## src/sv/swg_pkg.sv

```systemverilog
package swg_pkg;

  // fixed word widths
  localparam int unsigned XW    = 16;  // Q8.8 input words
  localparam int unsigned YW    = 32;  // Q15.16 result word
  localparam int unsigned AxsW  = 11;  // |x| below the clamp limit
  localparam int unsigned SqW   = 22;  // square of that magnitude
  localparam int unsigned AsumW = 24;  // 27*2^18 + x^2
  localparam int unsigned PW    = 34;  // ratio numerator before the 2^15 scale
  localparam int unsigned QuotW = 25;  // quotient bits, one per divider stage
  localparam int unsigned SW    = 26;  // sigmoid in Q.25, range [0, 2^25]
  localparam int unsigned AxauW = 31;  // |x|*|u| <= 2^30
  localparam int unsigned ProdW = AxauW + SW;

  // pipeline depth: front end, divider, back end
  localparam int unsigned FrontLat = 3;
  localparam int unsigned BackLat  = 3;
  localparam int unsigned Latency  = FrontLat + QuotW + BackLat;

  // Pade constants
  localparam logic [22:0]      PadeA      = 23'd7077888;  // 27 * 2^18
  localparam logic [XW-1:0]    ClampLimit = 16'd1536;     // |h| >= 3
  localparam logic [QuotW-1:0] TOne       = 25'h1000000;  // 1.0 in Q.24

  // sideband that rides along the divider
  typedef struct packed {
    logic             last;
    logic             neg_x;
    logic             neg_y;
    logic             clamp;
    logic [AxauW-1:0] axau;
  } side_t;

endpackage

```

## src/sv/swg_back.sv

```systemverilog
module swg_back
  import swg_pkg::*;
(
  input  logic             clk,
  input  logic             rst_n,
  input  logic             in_valid,
  input  logic [QuotW-1:0] quot_in,
  input  side_t            side_in,
  output logic             out_valid,
  output logic [YW-1:0]    result_out,
  output logic             last_out
);

  // stage 1: clamped ratio to sigmoid
  logic             v1_r;
  logic [SW-1:0]    s1_r;
  logic [AxauW-1:0] axau1_r;
  logic             negy1_r, last1_r;
  logic [QuotW-1:0] mag;
  logic [SW-1:0]    s_nxt;

  // stage 2: full product
  logic             v2_r;
  logic [ProdW-1:0] prod2_r;
  logic             negy2_r, last2_r;

  // stage 3: scale, sign, output word
  logic             v3_r;
  logic [YW-1:0]    y3_r;
  logic             last3_r;
  logic [YW-1:0]    ymag;

  assign mag   = (side_in.clamp || (quot_in > TOne)) ? TOne : quot_in;
  assign s_nxt = side_in.neg_x ? ({1'b0, TOne} - {1'b0, mag})
                               : ({1'b0, TOne} + {1'b0, mag});

  assign ymag = prod2_r[ProdW-1:25];

  always_ff @(posedge clk) begin
    if (!rst_n) begin
      v1_r <= 1'b0;
      v2_r <= 1'b0;
      v3_r <= 1'b0;
    end else begin
      v1_r <= in_valid;
      v2_r <= v1_r;
      v3_r <= v2_r;
    end
  end

  always_ff @(posedge clk) begin
    s1_r    <= s_nxt;
    axau1_r <= side_in.axau;
    negy1_r <= side_in.neg_y;
    last1_r <= side_in.last;

    prod2_r <= ProdW'(axau1_r) * ProdW'(s1_r);
    negy2_r <= negy1_r;
    last2_r <= last1_r;

    y3_r    <= negy2_r ? (~ymag + 32'd1) : ymag;
    last3_r <= last2_r;
  end

  assign out_valid  = v3_r;
  assign result_out = y3_r;
  assign last_out   = last3_r;

  // sigmoid stays within [0, 1]
  a_sig_range: assert property (@(posedge clk) disable iff (!rst_n)
    v1_r |-> (s1_r <= 26'h2000000))
    else $error("sigmoid out of range");

endmodule

```

## config.mk

```make
export PLATFORM = sky130hd
export DESIGN_NAME = swg_back
export DESIGN_NICKNAME = d
export VERILOG_FILES = /design/src/sv/swg_pkg.sv /design/src/sv/swg_back.sv
export SDC_FILE = /design/constraint.sdc
export NUM_CORES = 2
export LEC_CHECK = 0
export BUFFER_PORTS_ARGS = -buffer_cell sky130_fd_sc_hd__buf_4
export CAP_MARGIN = 10
export CORE_AREA = 8 8 245 294
export CTS_BUF_LIST = sky130_fd_sc_hd__clkbuf_2 sky130_fd_sc_hd__clkbuf_4 sky130_fd_sc_hd__clkbuf_8
export DETAILED_ROUTE_END_ITERATION = 12
export DIE_AREA = 0 0 253 302
export PLACE_DENSITY = 0.61
export SLEW_MARGIN = 20
export SYNTH_ARGS = -nofsm -noshare
export SYNTH_HDL_FRONTEND = slang
export SYNTH_SLANG_ARGS = --single-unit
```

## constraint.sdc

```tcl
create_clock -name clk -period 11.4 [get_ports clk]
set_input_delay 2.28 -clock clk [delete_from_list [all_inputs] [get_ports clk]]
set_output_delay 2.28 -clock clk [all_outputs]
set_load 0.02 [all_outputs]
```

==> results.ini <==
[route]
firstDrtPassIters=5
routedWlPerCell_um=19.8
wirelength_um=81100
vias=21000
ant_nets=0
drc=0
drt_iter0_drc=1084
vias_per_cell=5.14

[synth]
synth.area.mux_share_pct=0
synth_top_cells_by_area=fa_1 (47%), inv_1 (9.4%), and2_1 (9.3%), dfxtp_1 (8.8%), ha_1 (8.3%)
synth_top_cell_by_area=fa_1
ys_top_cells_by_count=inv_1 (728), fa_1 (693), and2_1 (432), nand2_1 (431), ha_1 (194)
seq_area_frac_synth_pct=8.84
synth_edf_count=0
netlist.area_leader.share_pct=47.5
syn_nets=4117
synthFlopType=dfxtp_1
ys_types=66
synth_fa_ha_area_share_pct=55.8
postSynthAreaPerCell_um2=9.22
synth-compound-area-share_pct=4.59
async_flop_share_pct=0
yosys.area_share.simple_pct=17.1
synthesis.area_um2=29200
yosys_warnings=0
synth-seq-cells=129
synth_top_family_by_area=adder cells
synth.most_common_cell=inv_1
synthCells=3167
synthXorXnorAreaFrac_pct=2.25

[clock_network]
clock_sinks=129
post_cts_buffers=0
cts_tree=yes
cts-resized-gates=0
cts_buffer_depth=2
path_clk_slew_ns=0.11
cts-root-buf=clkbuf_8
clock_latency_ns=0.55
hold_buffers=0
cts_made_buffers=17
cts.htree.levels=4

[flow_run]
drv_cap=0

[grt]
grt_pass1_wl_um=130000
grt_overflow=0
grt_start_max_net_pins=33
grt_pass1_vias=23300
antenna_found_initial=3
grtUsageTotal_pct=22.2

[cells_and_area]
fin_nets=4120
fillCellCount=6672
post-route-util_pct=46.3
area_delta_synth_final_pct=6.93
regArea_um2=2600
multi_input_area_um2=23300
drive_above_1_share_pct=6.38

[critical_path]
worstPathMaxFanout=21
reg2reg_slack_ns=3.28
arrival_ns=8.57
r2r_cells=23
worst_setup_path_end_kind=flip-flop
crit_path_start_kind=flip-flop
startpoint=s1_r[3]
critPathRequiredTime_ns=11.86
r2r-end=prod2_r[56]
r2r-start=s1_r[3]
criticalPathCategory=flip-flop to flip-flop
endpoint=prod2_r[56]

[timing]
finalSetupViolations=0
fmax_ghz=0.123
relSlewSlack_pct=31.5
rsz0062_at_grt=false
tightest_slew_ns=1.02
drv_slew=0
setup_ws_ns=3.28
final.min_clock_period_ns=8.12
finalHoldViolCount=0
setup_tns_ns=0
skew_ns=0.0321
fin_crit_sh_pct=71.2

[floorplan]
design.core.area_um2=67500
die_w_um=253
die_height_um=302
die_area_um2=76400
start_util_pct=43.3
rows=105
ios=97

[worst_hold_path]
worstHoldStart=negy1_r
hold_path_class=flip-flop to flip-flop

[placed_design]
io_buffer_count=96
pre_cts_ws_ns=3.35
place_hpwl_um=59700
gp_congestion=0.870

[run_status]
outcome=complete, no violations

[worst min-delay path by stage]
stage | endpoint | slack, ns | depth (start not counted)
detailed placement | negy2_r | 0.31 | 0
floorplan | last2_r | 0.31 | 0
global route | last_out | 0.34 | 0
global placement | negy2_r | 0.31 | 0
CTS | negy2_r | 0.34 | 0
finish | negy2_r | 0.33 | 0
[registers in the layout (all words and copies together), names as in the netlist]
signal      count
axau1_r        31
last1_r         1
last2_r         1
last_out        1
negy1_r         1
negy2_r         1
out_valid       1
prod2_r        32
result_out     32
s1_r           26
v1_r            1
v2_r            1
[cells by family after synthesis]
| logic type | after synthesis |
|---|---|
| xor+xnor | 75 |
| flops | 129 |
| simple gates | 990 |
| fa+ha+maj | 887 |
| buf+inv | 884 |
| compound gates | 202 |
[layout by cell type, fill, tap and decap left out, types with 6 or more instances in the layout]
master | synthesis | layout
dfxtp_2 | 0 | 16
buf_4 | 0 | 140
o21ai_0 | 43 | 43
dfxtp_1 | 129 | 113
or3_1 | 8 | 8
fa_1 | 693 | 693
nor2_1 | 51 | 51
nand4_1 | 11 | 11
nor3_1 | 9 | 9
nand3_1 | 14 | 14
ha_1 | 194 | 194
a211oi_1 | 7 | 7
clkbuf_8 | 0 | 17
xor2_1 | 23 | 23
o211ai_1 | 6 | 6
nand2_1 | 431 | 431
inv_1 | 728 | 728
o41ai_1 | 9 | 9
xnor2_1 | 52 | 52
a21o_1 | 16 | 16
a21oi_1 | 55 | 55
and2_1 | 432 | 432
o31ai_1 | 17 | 17
[final cells by class]
| cell class | count | area share (%) |
|---|---|---|
| diodes | 1 | 0.00801 |
| clock buffers | 17 | 0.749 |
| clock inverters | 15 | 0.517 |
| inverters | 728 | 8.75 |
| multi-input cells | 2154 | 74.6 |
| flip-flops and latches | 129 | 8.33 |
| well taps | 909 | 3.64 |
| repair buffers | 140 | 3.36 |
[worst max-delay path, stage by stage (launching register included)]
cell and delay [ns]:
dfxtp_1 0.68, buf_4 0.39, and2_1 0.21, fa_1 0.45
fa_1 0.54, inv_1 0.05, fa_1 0.50, fa_1 0.51
inv_1 0.05, fa_1 0.49, fa_1 0.49, inv_1 0.05
fa_1 0.47, inv_1 0.04, ha_1 0.36, nand2_1 0.07
o21ai_0 0.18, a211oi_1 0.07, o21ai_0 0.83, o31ai_2 0.31
o31ai_1 0.58, a21oi_1 0.23, o211ai_1 0.20, nor4bb_1 0.27
[stage by stage]
stage	hold slack, ns	cells	area (um^2)
finish	0.333	4093	31200
global route	0.344	4093	31200
CTS	0.335	4092	31200
detailed placement	0.313	4060	30800
global placement	0.315	4060	30800
floorplan	0.310	3167	29200
[layer usage]
metal | vias to the layer above | wire length [um] | track usage (%)
met1 | 11000 | 30100 | 25.1
met3 | 197 | 3780 | 3.17
met2 | 623 | 43400 | 41.1
met5 | - | 0 | 0
li1 | 9255 | - | -
met4 | 0 | 3810 | 9.60
Power is not shown: default switching activity piles up to over one toggle a cycle in this logic, so the estimate is an artifact.
