### src/sv/swg_pkg.sv
package swg_pkg;

  // fixed word widths
  localparam int unsigned XW    = 16;  // Q8.8 input words
  localparam int unsigned YW    = 32;  // Q15.16 result word
  localparam int unsigned AxsW  = 11;  // |x| below the clamp limit
  localparam int unsigned SqW   = 22;  // square of that magnitude
  localparam int unsigned AsumW = 24;  // 27*2^18 + x^2
  localparam int unsigned PW    = 34;  // ratio numerator before the 2^15 scale
  localparam int unsigned QuotW = 25;  // quotient bits, one per divider stage
  localparam int unsigned SW    = 26;  // sigmoid in Q.25, range [0, 2^25]
  localparam int unsigned AxauW = 31;  // |x|*|u| <= 2^30
  localparam int unsigned ProdW = AxauW + SW;

  // pipeline depth: front end, divider, back end
  localparam int unsigned FrontLat = 3;
  localparam int unsigned BackLat  = 3;
  localparam int unsigned Latency  = FrontLat + QuotW + BackLat;

  // Pade constants
  localparam logic [22:0]      PadeA      = 23'd7077888;  // 27 * 2^18
  localparam logic [XW-1:0]    ClampLimit = 16'd1536;     // |h| >= 3
  localparam logic [QuotW-1:0] TOne       = 25'h1000000;  // 1.0 in Q.24

  // sideband that rides along the divider
  typedef struct packed {
    logic             last;
    logic             neg_x;
    logic             neg_y;
    logic             clamp;
    logic [AxauW-1:0] axau;
  } side_t;

endpackage

### src/sv/swg_front.sv
module swg_front
  import swg_pkg::*;
(
  input  logic                 clk,
  input  logic                 rst_n,
  input  logic                 in_valid,
  input  logic signed [XW-1:0] gate_value,
  input  logic signed [XW-1:0] up_value,
  input  logic                 last_in,
  output logic                 out_valid,
  output logic [PW-1:0]        num_out,
  output logic [QuotW-1:0]     den_out,
  output side_t                side_out
);

  // stage 1 registers: magnitudes and signs
  logic            v1_r;
  logic [XW-1:0]   ax1_r, au1_r;
  logic            negx1_r, negy1_r, last1_r;
  logic [XW-1:0]   ax_nxt, au_nxt;

  // stage 2 registers: square and |x|*|u|
  logic            v2_r;
  logic [AxsW-1:0] axs2_r;
  logic [SqW-1:0]  sq2_r;
  side_t           side2_r;
  logic            clamp_nxt;
  logic [AxsW-1:0] axs_nxt;
  logic [SqW-1:0]  sq_nxt;
  logic [YW-1:0]   axau_full;

  // stage 3 registers: numerator and denominator
  logic            v3_r;
  logic [PW-1:0]   p3_r;
  logic [QuotW-1:0] d3_r;
  side_t           side3_r;
  logic [AsumW-1:0] asum;
  logic [PW-1:0]   p_nxt;
  logic [QuotW-1:0] d_nxt;

  // magnitudes of the input words
  assign ax_nxt = gate_value[XW-1] ? (~gate_value + 16'd1) : gate_value;
  assign au_nxt = up_value[XW-1]   ? (~up_value + 16'd1)   : up_value;

  // clamp detect and the narrow magnitude fed to the ratio
  assign clamp_nxt = (ax1_r >= ClampLimit);
  assign axs_nxt   = clamp_nxt ? '0 : ax1_r[AxsW-1:0];
  assign sq_nxt    = axs_nxt * axs_nxt;
  assign axau_full = ax1_r * au1_r;

  // numerator h(27+h^2) and denominator 27+9h^2 in raw units
  assign asum  = AsumW'(PadeA) + AsumW'(sq2_r);
  assign p_nxt = PW'(axs2_r) * PW'(asum);
  assign d_nxt = QuotW'(PadeA) + {sq2_r, 3'b000} + QuotW'(sq2_r);

  // valid bits
  always_ff @(posedge clk) begin
    if (!rst_n) begin
      v1_r <= 1'b0;
      v2_r <= 1'b0;
      v3_r <= 1'b0;
    end else begin
      v1_r <= in_valid;
      v2_r <= v1_r;
      v3_r <= v2_r;
    end
  end

  // payload
  always_ff @(posedge clk) begin
    ax1_r   <= ax_nxt;
    au1_r   <= au_nxt;
    negx1_r <= gate_value[XW-1];
    negy1_r <= gate_value[XW-1] ^ up_value[XW-1];
    last1_r <= last_in;

    axs2_r        <= axs_nxt;
    sq2_r         <= sq_nxt;
    side2_r.last  <= last1_r;
    side2_r.neg_x <= negx1_r;
    side2_r.neg_y <= negy1_r;
    side2_r.clamp <= clamp_nxt;
    side2_r.axau  <= axau_full[AxauW-1:0];

    p3_r    <= p_nxt;
    d3_r    <= d_nxt;
    side3_r <= side2_r;
  end

  assign out_valid = v3_r;
  assign num_out   = p3_r;
  assign den_out   = d3_r;
  assign side_out  = side3_r;

endmodule

### config.mk
export PLATFORM = sky130hd
export DESIGN_NAME = swg_front
export DESIGN_NICKNAME = d
export VERILOG_FILES = /design/src/sv/swg_pkg.sv /design/src/sv/swg_front.sv
export SDC_FILE = /design/constraint.sdc
export NUM_CORES = 2
export LEC_CHECK = 0
export BUFFER_PORTS_ARGS = -buffer_cell sky130_fd_sc_hd__buf_2
export CAP_MARGIN = 20
export CORE_UTILIZATION = 41
export DETAILED_ROUTE_END_ITERATION = 6
export SYNTH_ARGS = -nofsm -noshare
export SYNTH_HDL_FRONTEND = slang
export SYNTH_SLANG_ARGS = --single-unit
export TNS_END_PERCENT = 50
### constraint.sdc
create_clock -name clk -period 5.9 [get_ports clk]
set_input_delay 0.885 -clock clk [delete_from_list [all_inputs] [get_ports clk]]
set_output_delay 0.885 -clock clk [all_outputs]
set_load 0.02 [all_outputs]
==> impl_results.md <==
* DRC viols at 0
* CP max stage cell: fa_1
* Async set or reset register ratio after synthesis at 0%
* Minimum clock period at 5.87 ns
* #FFs+latches synth at ~200
* Cell area after layout at 29500 um2
* Vias in the first global route at between 20k and 25k
* Nets at 3741
* Worst-path clk slew at 0.09 ns
* Setup TNS at 0 ns
* Most frequent CP cell: fa_1
* IO Count at between 100 and 150
* Setup crit start kind: flip-flop
* Std-Cell Rows at 90
* Status: finished clean
* DRT iter0 DRCs at 954
* Hold depth at 0
* Share of post-route cells with drive strength above 1 at 17.4%
* Cell Chain, Critical Path: a211o_1, nor4_4, buf_6, and2_4, nand2_2, fa_1, inv_2, fa_1, inv_1, fa_1, inv_2, fa_1, inv_2, fa_1, inv_2, ha_4, o21a_1, o21ai_2, a21oi_2, o31a_1, o21bai_4, o21bai_1, a2111oi_1, a21oi_1
* Req. time, crit path at 6.29 ns
* Full die area at 62400 um2
* DIE HEIGHT at 250 um
* Post-synthesis sequential area ratio at 15.6%
* Power density over the cells at slightly above 600 nW/um2
* Synth warn at 0
* R2R depth at 24
* Reg2Reg Launch Point: ax1_r[10]
* Cell Area, Synth at 25200 um2
* Max Buffers Root-to-Sink at 2
* Commonest non-fill, non-tap cell in the layout: inv_1
* Hold_buf cts at 0
* CTS tree: built
* # diodes at 0
* Routability cong. at 0.920
* Buffers on Ports at 129
* Clock Skew at roughly 0.015 ns
* Drt pass-1 iters at 5
* CP Max Fanout at 7
* Peak supply drop at 0.00125 V
* Clk_lat worst skew at 0.51 ns
* RSZ-0062 raised after global routing: true
* Worst slew pin tran at 0.675 ns
* Max-cap violations at 0
* Tcrit/Tclk final at 99.4%
* Number of synthesized flops with an enable pin at 0
* Crit path max-delay family: adder cells
* Starting density of the core at 41.6%
* Clock sinks at 196
* R2r setup slk at 0.03 ns
* HP Class: flip-flop to flip-flop
* Area after DPL at 28000 um2
* Total number of vias at between 15k and 20k
* Setup Viol. Count Final at 0
* Core ar. at 60600 um2
* Die width at 250 um
* Wire per inst at 15.9 um
* # fillers at about 5.7k
* Post-route ant nets at 0
* Final WL at 60200 um
* Crit path kind: flip-flop to flip-flop
* Top_reg_cell synth: dfxtp_1
* Final Hold Vio Count at 0
* FMAX at 0.170 GHz
* Worst Hold End: side_out[8]
* DPL Wire Length at 49800 um
* HP Start: side2_r[8]
* Fin. max-slew vios at 0
* H-Tree Depth at 4
* Area grow syn2layout at 17.0%
* Largest net degree at the start of global routing at 24
* Data arrival, critical path at 6.26 ns
* Clock Tree Root: clkbuf_16
* Final Core Density at 48.6%
* GRT overflow at 0
* Worst slew margin at a little over half
* Leakage power at around 14 nW
* Distinct cells, synth at 62
* FF-to-FF End: sq2_r[21]
* Most frequent cells in the layout: 520 x inv_1, 441 x fa_1, 403 x nand2_1
* First-pass GRT wire length at 101000 um
* Setup crit end kind: flip-flop
* Antenna violations before repair at 0
* CTS Buf Count at 17
* Average size of a mapped cell at 9.22 um2
* Critical Path Max Stage Delay at 0.55 ns
* Mapped Cells at 2731
* WP buf/inv at 6
* Drt via density at 4.94
* Total Routing Usage GR at between 20% and 30%
==> sequential cells by signal, summed over array words and instances, names as in the netlist <==
signal and count:
au1_r 16, side2_r 35, ax1_r 16, axs2_r 10
negx1_r 1, side_out 35, negy1_r 1, sq2_r 21
out_valid 1, v1_r 1, last1_r 1, v2_r 1
den_out 23, num_out 34
==> worst max-delay path by stage <==
stage,startpoint,to,depth (start not counted)
floorplan,ax1_r[9],sq2_r[21],26
global placement,ax1_r[10],sq2_r[20],23
detailed placement,ax1_r[12],sq2_r[20],24
CTS,ax1_r[9],sq2_r[20],24
global route,ax1_r[10],sq2_r[21],24
finish,ax1_r[10],sq2_r[21],24
==> power by group <==
part / leakage [nW] / switching, mW / total, mW / internal, mW
sequential: 1.63 / 0.152 / 1.95 / 1.80
clock: 0.262 / 0.603 / 1.16 / 0.552
combinational: 12.4 / 7.62 / 14.9 / 7.26
==> per-layer routing <==
layer | share of wire (%) | global-route usage, % | vias to the layer above
li1 | - | - | 8862
met4 | 1.7 | 5.22 | 0
met2 | 49 | 34.0 | 378
met5 | 0 | 0 | -
met3 | 4.2 | 3.50 | 60
met1 | 46 | 26.8 | 9414
==> layout make-up <==
cell class                      count  area [um2]  area share [%]
Sequential cell                   196        3980            13.5
Inverter                          534        2010            6.82
Tap cell                          782         978            3.32
Clock inverter                     12         113           0.382
Multi-Input combinational cell   1890       19400            65.8
Clock buffer                       19         433            1.47
Timing Repair Buffer              356        2570            8.73
==> kinds of logic after synthesis <==
logic type                 Yosys count  share of synthesized area (%)
xor gates and xnor gates           128                           4.45
buffers and inverters              648                           9.76
DFF                                196                           15.6
AOI/OAI and AO/OA                  262                           6.68
other                                2                         0.0298
and+or+nand+nor                    782                           14.8
adders and majority gates          710                           48.6
muxes                                3                          0.124
==> Yosys cell counts (7+ instances only) <==
cell	number	area (um2)
a31oi_1	13	81.3
nand3_1	19	95.1
dfxtp_1	196	3920
nand2_1	413	1550
nor2_1	45	169
o211ai_1	9	67.6
nor2b_1	17	106
o31ai_1	10	75.1
and2_1	191	1190
o21ai_0	42	210
o21bai_1	12	90.1
fa_1	446	8930
a211oi_1	10	75.1
clkbuf_1	108	405
nor3_1	15	75.1
xor2_1	32	280
inv_1	533	2000
nand2b_1	18	113
nand4_1	8	50.1
or3_1	7	43.8
ha_1	264	3300
a21o_1	30	225
a21oi_1	89	445
and3_1	27	169
xnor2_1	96	841
==> worst reg2reg max path, stage by stage (launching register included) <==
cell       delay [ns]
dfxtp_2          0.33
a211o_1          0.34
nor4_4           0.27
buf_6            0.17
and2_4           0.16
nand2_2          0.06
fa_1             0.55
inv_2            0.05
fa_1             0.49
inv_1            0.05
fa_1             0.49
inv_2            0.04
fa_1             0.51
inv_2            0.04
fa_1             0.51
inv_2            0.05
ha_4             0.21
o21a_1           0.13
o21ai_2          0.19
a21oi_2          0.06
o31a_1           0.34
o21bai_4         0.16
o21bai_1         0.10
a2111oi_1        0.40
a21oi_1          0.07
==> repair_timing <==
action / 4_1_cts / 5_1_grt
cloned: 0 / 3
setup endpoints to repair: 12 / 27
pin swaps: 7 / 64
gates resized for setup: 27 / 143
buffers inserted: 1 / 20
==> stage by stage <==
stage | hold WS [ns] | total power, mW | setup WS [ns] | instances
after floorplan | 0.310 | 10.3 | 0.00356 | 2734
after global routing | 0.333 | 19.8 | -0.185 | 3789
final | 0.325 | 18.0 | 0.0331 | 3789
after CTS | 0.322 | 16.2 | -0.0428 | 3766
after global placement | 0.311 | 14.4 | -0.260 | 3734
after detailed placement | 0.312 | 14.5 | -0.364 | 3734
Power figures use the tool's default switching activity.
