===== config.mk =====
export PLATFORM = sky130hd
export DESIGN_NAME = swg_div
export DESIGN_NICKNAME = d
export VERILOG_FILES = /design/src/sv/swg_pkg.sv /design/src/sv/swg_div_stage.sv /design/src/sv/swg_div.sv
export SDC_FILE = /design/constraint.sdc
export NUM_CORES = 2
export LEC_CHECK = 0
export BUFFER_PORTS_ARGS = -buffer_cell sky130_fd_sc_hd__buf_2
export CAP_MARGIN = 30
export CELL_PAD_IN_SITES_DETAIL_PLACEMENT = 1
export CELL_PAD_IN_SITES_GLOBAL_PLACEMENT = 2
export CORE_AREA = 2 2 460 462
export CTS_CLUSTER_SIZE = 40
export DETAILED_ROUTE_END_ITERATION = 8
export DIE_AREA = 0 0 462 464
export GPL_TIMING_DRIVEN = 1
export PLACE_DENSITY = 0.77
export SYNTH_ARGS = -nofsm -noshare
export SYNTH_HDL_FRONTEND = slang
export SYNTH_SLANG_ARGS = --single-unit

===== constraint.sdc =====
create_clock -name clk -period 3.6 [get_ports clk]
set_input_delay 0.36 -clock clk [delete_from_list [all_inputs] [get_ports clk]]
set_output_delay 0.36 -clock clk [all_outputs]
set_load 0.01 [all_outputs]

===== src/sv/swg_pkg.sv =====
package swg_pkg;

  // fixed word widths
  localparam int unsigned XW    = 16;  // Q8.8 input words
  localparam int unsigned YW    = 32;  // Q15.16 result word
  localparam int unsigned AxsW  = 11;  // |x| below the clamp limit
  localparam int unsigned SqW   = 22;  // square of that magnitude
  localparam int unsigned AsumW = 24;  // 27*2^18 + x^2
  localparam int unsigned PW    = 34;  // ratio numerator before the 2^15 scale
  localparam int unsigned QuotW = 25;  // quotient bits, one per divider stage
  localparam int unsigned SW    = 26;  // sigmoid in Q.25, range [0, 2^25]
  localparam int unsigned AxauW = 31;  // |x|*|u| <= 2^30
  localparam int unsigned ProdW = AxauW + SW;

  // pipeline depth: front end, divider, back end
  localparam int unsigned FrontLat = 3;
  localparam int unsigned BackLat  = 3;
  localparam int unsigned Latency  = FrontLat + QuotW + BackLat;

  // Pade constants
  localparam logic [22:0]      PadeA      = 23'd7077888;  // 27 * 2^18
  localparam logic [XW-1:0]    ClampLimit = 16'd1536;     // |h| >= 3
  localparam logic [QuotW-1:0] TOne       = 25'h1000000;  // 1.0 in Q.24

  // sideband that rides along the divider
  typedef struct packed {
    logic             last;
    logic             neg_x;
    logic             neg_y;
    logic             clamp;
    logic [AxauW-1:0] axau;
  } side_t;

endpackage


===== src/sv/swg_div_stage.sv =====
module swg_div_stage
  import swg_pkg::*;
(
  input  logic             clk,
  input  logic             rst_n,
  input  logic             in_valid,
  input  logic [QuotW-1:0] rem_in,
  input  logic [QuotW-1:0] qn_in,
  input  logic [QuotW-1:0] den_in,
  input  side_t            side_in,
  output logic             out_valid,
  output logic [QuotW-1:0] rem_out,
  output logic [QuotW-1:0] qn_out,
  output logic [QuotW-1:0] den_out,
  output side_t            side_out
);

  logic             v_r;
  logic [QuotW-1:0] rem_r, qn_r, den_r;
  side_t            side_r;
  logic [QuotW:0]   rs, diff;
  logic             ge;
  logic [QuotW-1:0] rem_nxt, qn_nxt;

  // one restoring step: bring in the next dividend bit, try the subtract
  assign rs      = {rem_in, qn_in[QuotW-1]};
  assign diff    = rs - {1'b0, den_in};
  assign ge      = (rs >= {1'b0, den_in});
  assign rem_nxt = ge ? diff[QuotW-1:0] : rs[QuotW-1:0];
  assign qn_nxt  = {qn_in[QuotW-2:0], ge};

  always_ff @(posedge clk) begin
    if (!rst_n) begin
      v_r <= 1'b0;
    end else begin
      v_r <= in_valid;
    end
  end

  always_ff @(posedge clk) begin
    rem_r  <= rem_nxt;
    qn_r   <= qn_nxt;
    den_r  <= den_in;
    side_r <= side_in;
  end

  assign out_valid = v_r;
  assign rem_out   = rem_r;
  assign qn_out    = qn_r;
  assign den_out   = den_r;
  assign side_out  = side_r;

endmodule


===== src/sv/swg_div.sv =====
module swg_div
  import swg_pkg::*;
(
  input  logic             clk,
  input  logic             rst_n,
  input  logic             in_valid,
  input  logic [PW-1:0]    num_in,
  input  logic [QuotW-1:0] den_in,
  input  side_t            side_in,
  output logic             out_valid,
  output logic [QuotW-1:0] quot_out,
  output side_t            side_out
);

  logic             v_s    [0:QuotW];
  logic [QuotW-1:0] rem_s  [0:QuotW];
  logic [QuotW-1:0] qn_s   [0:QuotW];
  logic [QuotW-1:0] den_s  [0:QuotW];
  side_t            side_s [0:QuotW];

  // dividend is num * 2^15: high part seeds the remainder, low part shifts in
  assign v_s[0]    = in_valid;
  assign rem_s[0]  = QuotW'(num_in[PW-1:10]);
  assign qn_s[0]   = {num_in[9:0], 15'd0};
  assign den_s[0]  = den_in;
  assign side_s[0] = side_in;

  // one quotient bit per stage
  for (genvar i = 0; i < QuotW; i++) begin : g_step
    swg_div_stage u_stage (
      .clk       (clk),
      .rst_n     (rst_n),
      .in_valid  (v_s[i]),
      .rem_in    (rem_s[i]),
      .qn_in     (qn_s[i]),
      .den_in    (den_s[i]),
      .side_in   (side_s[i]),
      .out_valid (v_s[i+1]),
      .rem_out   (rem_s[i+1]),
      .qn_out    (qn_s[i+1]),
      .den_out   (den_s[i+1]),
      .side_out  (side_s[i+1])
    );
  end

  assign out_valid = v_s[QuotW];
  assign quot_out  = qn_s[QuotW];
  assign side_out  = side_s[QuotW];

  // the final remainder must be below the divisor
  a_rem_below_den: assert property (@(posedge clk) disable iff (!rst_n)
    v_s[QuotW] |-> (rem_s[QuotW] < den_s[QuotW]))
    else $error("divider remainder not below divisor");

endmodule


==> out/summary.md <==
Timing would allow up to 284 MHz. TritonCTS built the clock tree. The register-to-register setup slack was 0.08 ns.

The maximum number of pins on one net before global-route repair is 43, and the actual slew at the worst max-slew pin is 1.07 ns. The flow ran to the end, and the final reports show no timing, DRC or antenna violations. At the end of routability-driven placement, the weighted congestion stood at 0.882.

Each instance of the synthesized netlist takes up on average 10.9 um2. Initial antenna violation count: 12. The first global-routing pass estimated 333,000 um of wire. The logs give 46.9 nW for the static power due to leakage and 158 for the number of top-level pins. The logs give 5 for the H-tree depth and 57,300 for the via count. Counting distinct cell types in the post-synthesis netlist gives 97. For the sequential-to-total area share from yosys stat, the log shows 0.566. The switching power total came out at 36.3 mW. The library cells used most frequently in the layout, excluding fill and tap cells, are sky130_fd_sc_hd__dfxtp_1 (2,469), sky130_fd_sc_hd__inv_1 (776), sky130_fd_sc_hd__ha_1 (624). The worst register-to-register path begins at g_step[10].u_stage.den_out[4]$_DFF_P_. The tools report the largest buffer count on any clock path as 4. Global routing finished with a remaining overflow of 0. The total global routing track utilization is 0.193, and the fraction of registers with async set/reset is 0.

Of all nets on the critical path, the largest fanout is 3. In this run the cell area measured after placement is 93,300 um2. The depth of the worst register-to-register path was 13. The worst clock skew is 0.0766 ns.

Counting I/O delays and the setup requirement, the final critical path takes 3.52 ns. The proportion of total power due to net switching was 0.339. The adder and majority gate portion of the synthesized area was 0.0949.

Synthesis produced a netlist with a net count of 8,739. The number of failing setup endpoints in the final timing report is 0. In the synthesized netlist, the number of instances is 7,994. Dividing the detail-routed via count by the number of cells gives 4.92.

Relative to the synthesized area, the layout overhead comes to 18.7%. For the detailed-placement wirelength estimate, the log shows 155,000 um. Overall power consumption after layout is estimated at 107 mW.

The clock reaches the later pin of the worst-skew pair after 0.92 ns. The synthesized design spends more area on one cell type than any other, namely sky130_fd_sc_hd__dfxtp_1. The routed design has 207,000 um of wire. The die span in x works out to 462 um. After the last flow step, the layout net total stands at 9,409.

The worst register-to-register path ends at g_step[11].u_stage.rem_out[21]$_DFF_P_. The share of Yosys cell area claimed by the top area cell type was 0.566; the number of global-route vias before repair was 61,000. The setup path with the least slack is of type register to register. For the worst setup path, the data arrival time is 4.28 ns.

The utilization after layout came out at 0.496. The number of search-and-repair iterations in the first detailed-routing pass was 5. The total core area came out at 209,000 um2. By area, the combinational part of the netlist is dominated by compound AO/OA/AOI/OAI gates. The number of enable-type register cells in the synthesized netlist was 0; the area of the mapped netlist was 87,400 um2. The number of endpoints with negative hold slack in the final report came out at 0. Hold timing on the final database bottoms out at a slack of 0.0854 ns.

The compound-gate portion of the synthesized area works out to 0.125. Clock tree synthesis inserted a total of 276 buffers. Parity-gate share of the synthesized area counting xor and xnor cells: 0.0497.

Share of total power in the clock network: 0.260. The tools report the starting density of the core as 0.418. Power spread over the standard cell area amounts to 1030 nW/um2.

The run gives 0 as the remaining design rule violation count. After synthesis, the cell types taking the most area are sky130_fd_sc_hd__dfxtp_1 (57%), sky130_fd_sc_hd__ha_1 (8.9%), sky130_fd_sc_hd__mux2_2 (4.1%). The floorplan step defined a die boundary enclosing 214,000 um2. From bottom edge to top edge, the die measures 464 um. The tools report the final count of pins violating max slew as 0. The max-cap violation count was 0; the clock transition time at the flip-flop clock pins of the worst setup and hold paths was 0.06 ns. Normalized max-slew margin: 0.284.

The worst setup path is captured at a register. Total of warnings raised by yosys: 0. The run gives 70.8 mW as the internal power. The most critical setup path has its endpoint at g_step[11].u_stage.rem_out[21]$_DFF_P_.

The critical path data required time came out at 4.36 ns. The clock root buffer master is sky130_fd_sc_hd__clkbuf_16. The count of nets left with antenna violations once routing finished came out at 0. The class of the worst hold path was input pin to register. STA classifies the critical path startpoint as a register. The logs give 0.392 for the combinational fraction of design power and 104,000 um2 for the post-layout instance area. The clock net in this run drives a total of 2,470 sinks. The fraction of the cycle the final worst path needs is 0.977, and the sequential group share of total power is 0.349. In this run, synthesis produced a sequential element count of 2,470. Dividing the detail-routed wire length by the instance count gives 17.8 um.

The critical path starts at g_step[10].u_stage.den_out[4]$_DFF_P_. Counting the fill cells in the layout gives 22,300. The multiplexer area fraction after synthesis is 0.0470, and the simple logic cell fraction of the synthesized area is 0.0783. The library cell used most frequently in the layout, excluding fill and tap cells, is sky130_fd_sc_hd__dfxtp_1. The number of buffers inserted by port buffering is 157.

The initialized floorplan defines 168 standard-cell rows. The logs give 553 uV for the maximum resistive drop on vdd and 2,747 for the violation count after the first detailed-route iteration. Share of layout cells above drive strength 1: 0.141. In the synthesized netlist the dominant register cell turns out to be sky130_fd_sc_hd__dfxtp_1.
[power by group through the flow]
stage          Clock (mW)  Sequential (mW)  Combinational [mW]
6_report             27.8             37.3                42.0
5_1_grt              30.0             38.0                46.8
4_1_cts              28.8             37.4                41.6
3_5_place_dp            0             37.9                40.9
3_3_place_gp            0             37.9                40.1
2_1_floorplan           0             36.1                30.2
[routing by layer]
layer / share of wire / vias to the layer above / wire length (um) / global-route usage
met5: 0.000063 / - / 13 / 0
met4: 0.020 / 2 / 4180 / 0.0490
met3: 0.039 / 321 / 8180 / 0.0315
met2: 0.45 / 813 / 92400 / 0.309
met1: 0.49 / 27500 / 103000 / 0.269
li1: - / 28600 / - / -
[sequential cells by signal, summed over array words and instances, names as in the netlist]
name / cells
g_step.u_stage.den_out: 600
g_step.u_stage.rem_out: 600
g_step.u_stage.out_valid: 25
g_step.u_stage.qn_out: 370
g_step.u_stage.side_out: 875
[layout make-up]
| cell class | count | area (um2) | area share |
|---|---|---|---|
| timing repair buffer | 501 | 4010 | 0.0387 |
| inverter | 776 | 2910 | 0.0281 |
| tap | 2805 | 3510 | 0.0338 |
| multi-input combinational | 4639 | 34800 | 0.335 |
| clock buffer | 382 | 7840 | 0.0756 |
| antenna | 1 | 2.50 | 0.0000241 |
| sequential | 2470 | 49400 | 0.477 |
| clock inverter | 82 | 1200 | 0.0116 |
[worst min path at each step]
stage | start | to | cells after the start
detailed placement | g_step[11].u_stage.side_out[28]$_DFF_P_ | g_step[12].u_stage.side_out[28]$_DFF_P_ | 0
finish | side_in[26] | g_step[0].u_stage.side_out[26]$_DFF_P_ | 2
global placement | g_step[11].u_stage.qn_out[10]$_DFF_P_ | g_step[12].u_stage.qn_out[11]$_DFF_P_ | 0
global route | side_in[25] | g_step[0].u_stage.side_out[25]$_DFF_P_ | 2
CTS | side_in[15] | g_step[0].u_stage.side_out[15]$_DFF_P_ | 2
floorplan | g_step[9].u_stage.qn_out[9]$_DFF_P_ | g_step[10].u_stage.qn_out[10]$_DFF_P_ | 0
[critical path: stages (launching register included)]
cell,delay [ns]
sky130_fd_sc_hd__dfxtp_1,0.40
sky130_fd_sc_hd__inv_1,0.07
sky130_fd_sc_hd__ha_1,0.33
sky130_fd_sc_hd__a211oi_1,0.28
sky130_fd_sc_hd__nor2_1,0.12
sky130_fd_sc_hd__o41a_1,0.38
sky130_fd_sc_hd__o41ai_2,0.28
sky130_fd_sc_hd__buf_4,0.20
sky130_fd_sc_hd__a21oi_1,0.10
sky130_fd_sc_hd__and3_1,0.23
sky130_fd_sc_hd__o31a_1,0.31
sky130_fd_sc_hd__o41ai_1,0.40
sky130_fd_sc_hd__xor2_1,0.20
sky130_fd_sc_hd__a21oi_1,0.09
[cells by family (layout without fill, tap and decap cells)]
logic type,Yosys count,in the layout
compound gates,1723,1724
xor+xnor,496,496
fa+ha+maj,648,648
buf+inv,886,1741
flops,2470,2470
mux,362,362
other cells,0,1
simple gates,1409,1409
[per-stage QoR]
stage                     setup slack, ns  TNS (ns)  instances
after floorplan                     0.276         0       7994
after global placement             -0.149     -2.07      11100
after detailed placement          -0.0355    -0.344      11100
after CTS                         0.00965         0      11600
after global routing              -0.0798    -0.481      11700
final                              0.0831         0      11700
[synthesized netlist by cell type, types with 54 or more instances]
library cell and count:
sky130_fd_sc_hd__xnor2_1 315, sky130_fd_sc_hd__nor2b_1 83, sky130_fd_sc_hd__o21a_1 83, sky130_fd_sc_hd__nand3_1 115, sky130_fd_sc_hd__mux2_2 317, sky130_fd_sc_hd__nor2_1 376, sky130_fd_sc_hd__nand4_1 86, sky130_fd_sc_hd__dfxtp_1 2470
sky130_fd_sc_hd__a21oi_1 552, sky130_fd_sc_hd__ha_1 624, sky130_fd_sc_hd__o21bai_1 77, sky130_fd_sc_hd__clkbuf_1 63, sky130_fd_sc_hd__a21o_1 251, sky130_fd_sc_hd__nand2b_1 69, sky130_fd_sc_hd__o21ai_0 374, sky130_fd_sc_hd__xor2_1 181
sky130_fd_sc_hd__inv_1 776, sky130_fd_sc_hd__nor3_1 76, sky130_fd_sc_hd__and2_1 54, sky130_fd_sc_hd__nand2_1 384
[repair_timing]
item	in CTS	in global routing
cloned	0	3
pin swaps	0	10
gates resized for setup	6	44
buffers inserted	0	6
endpoints found under the setup margin	58	310
hold buffers	107	0
endpoints found under the hold margin	119	0
Power figures use the tool's default switching activity.
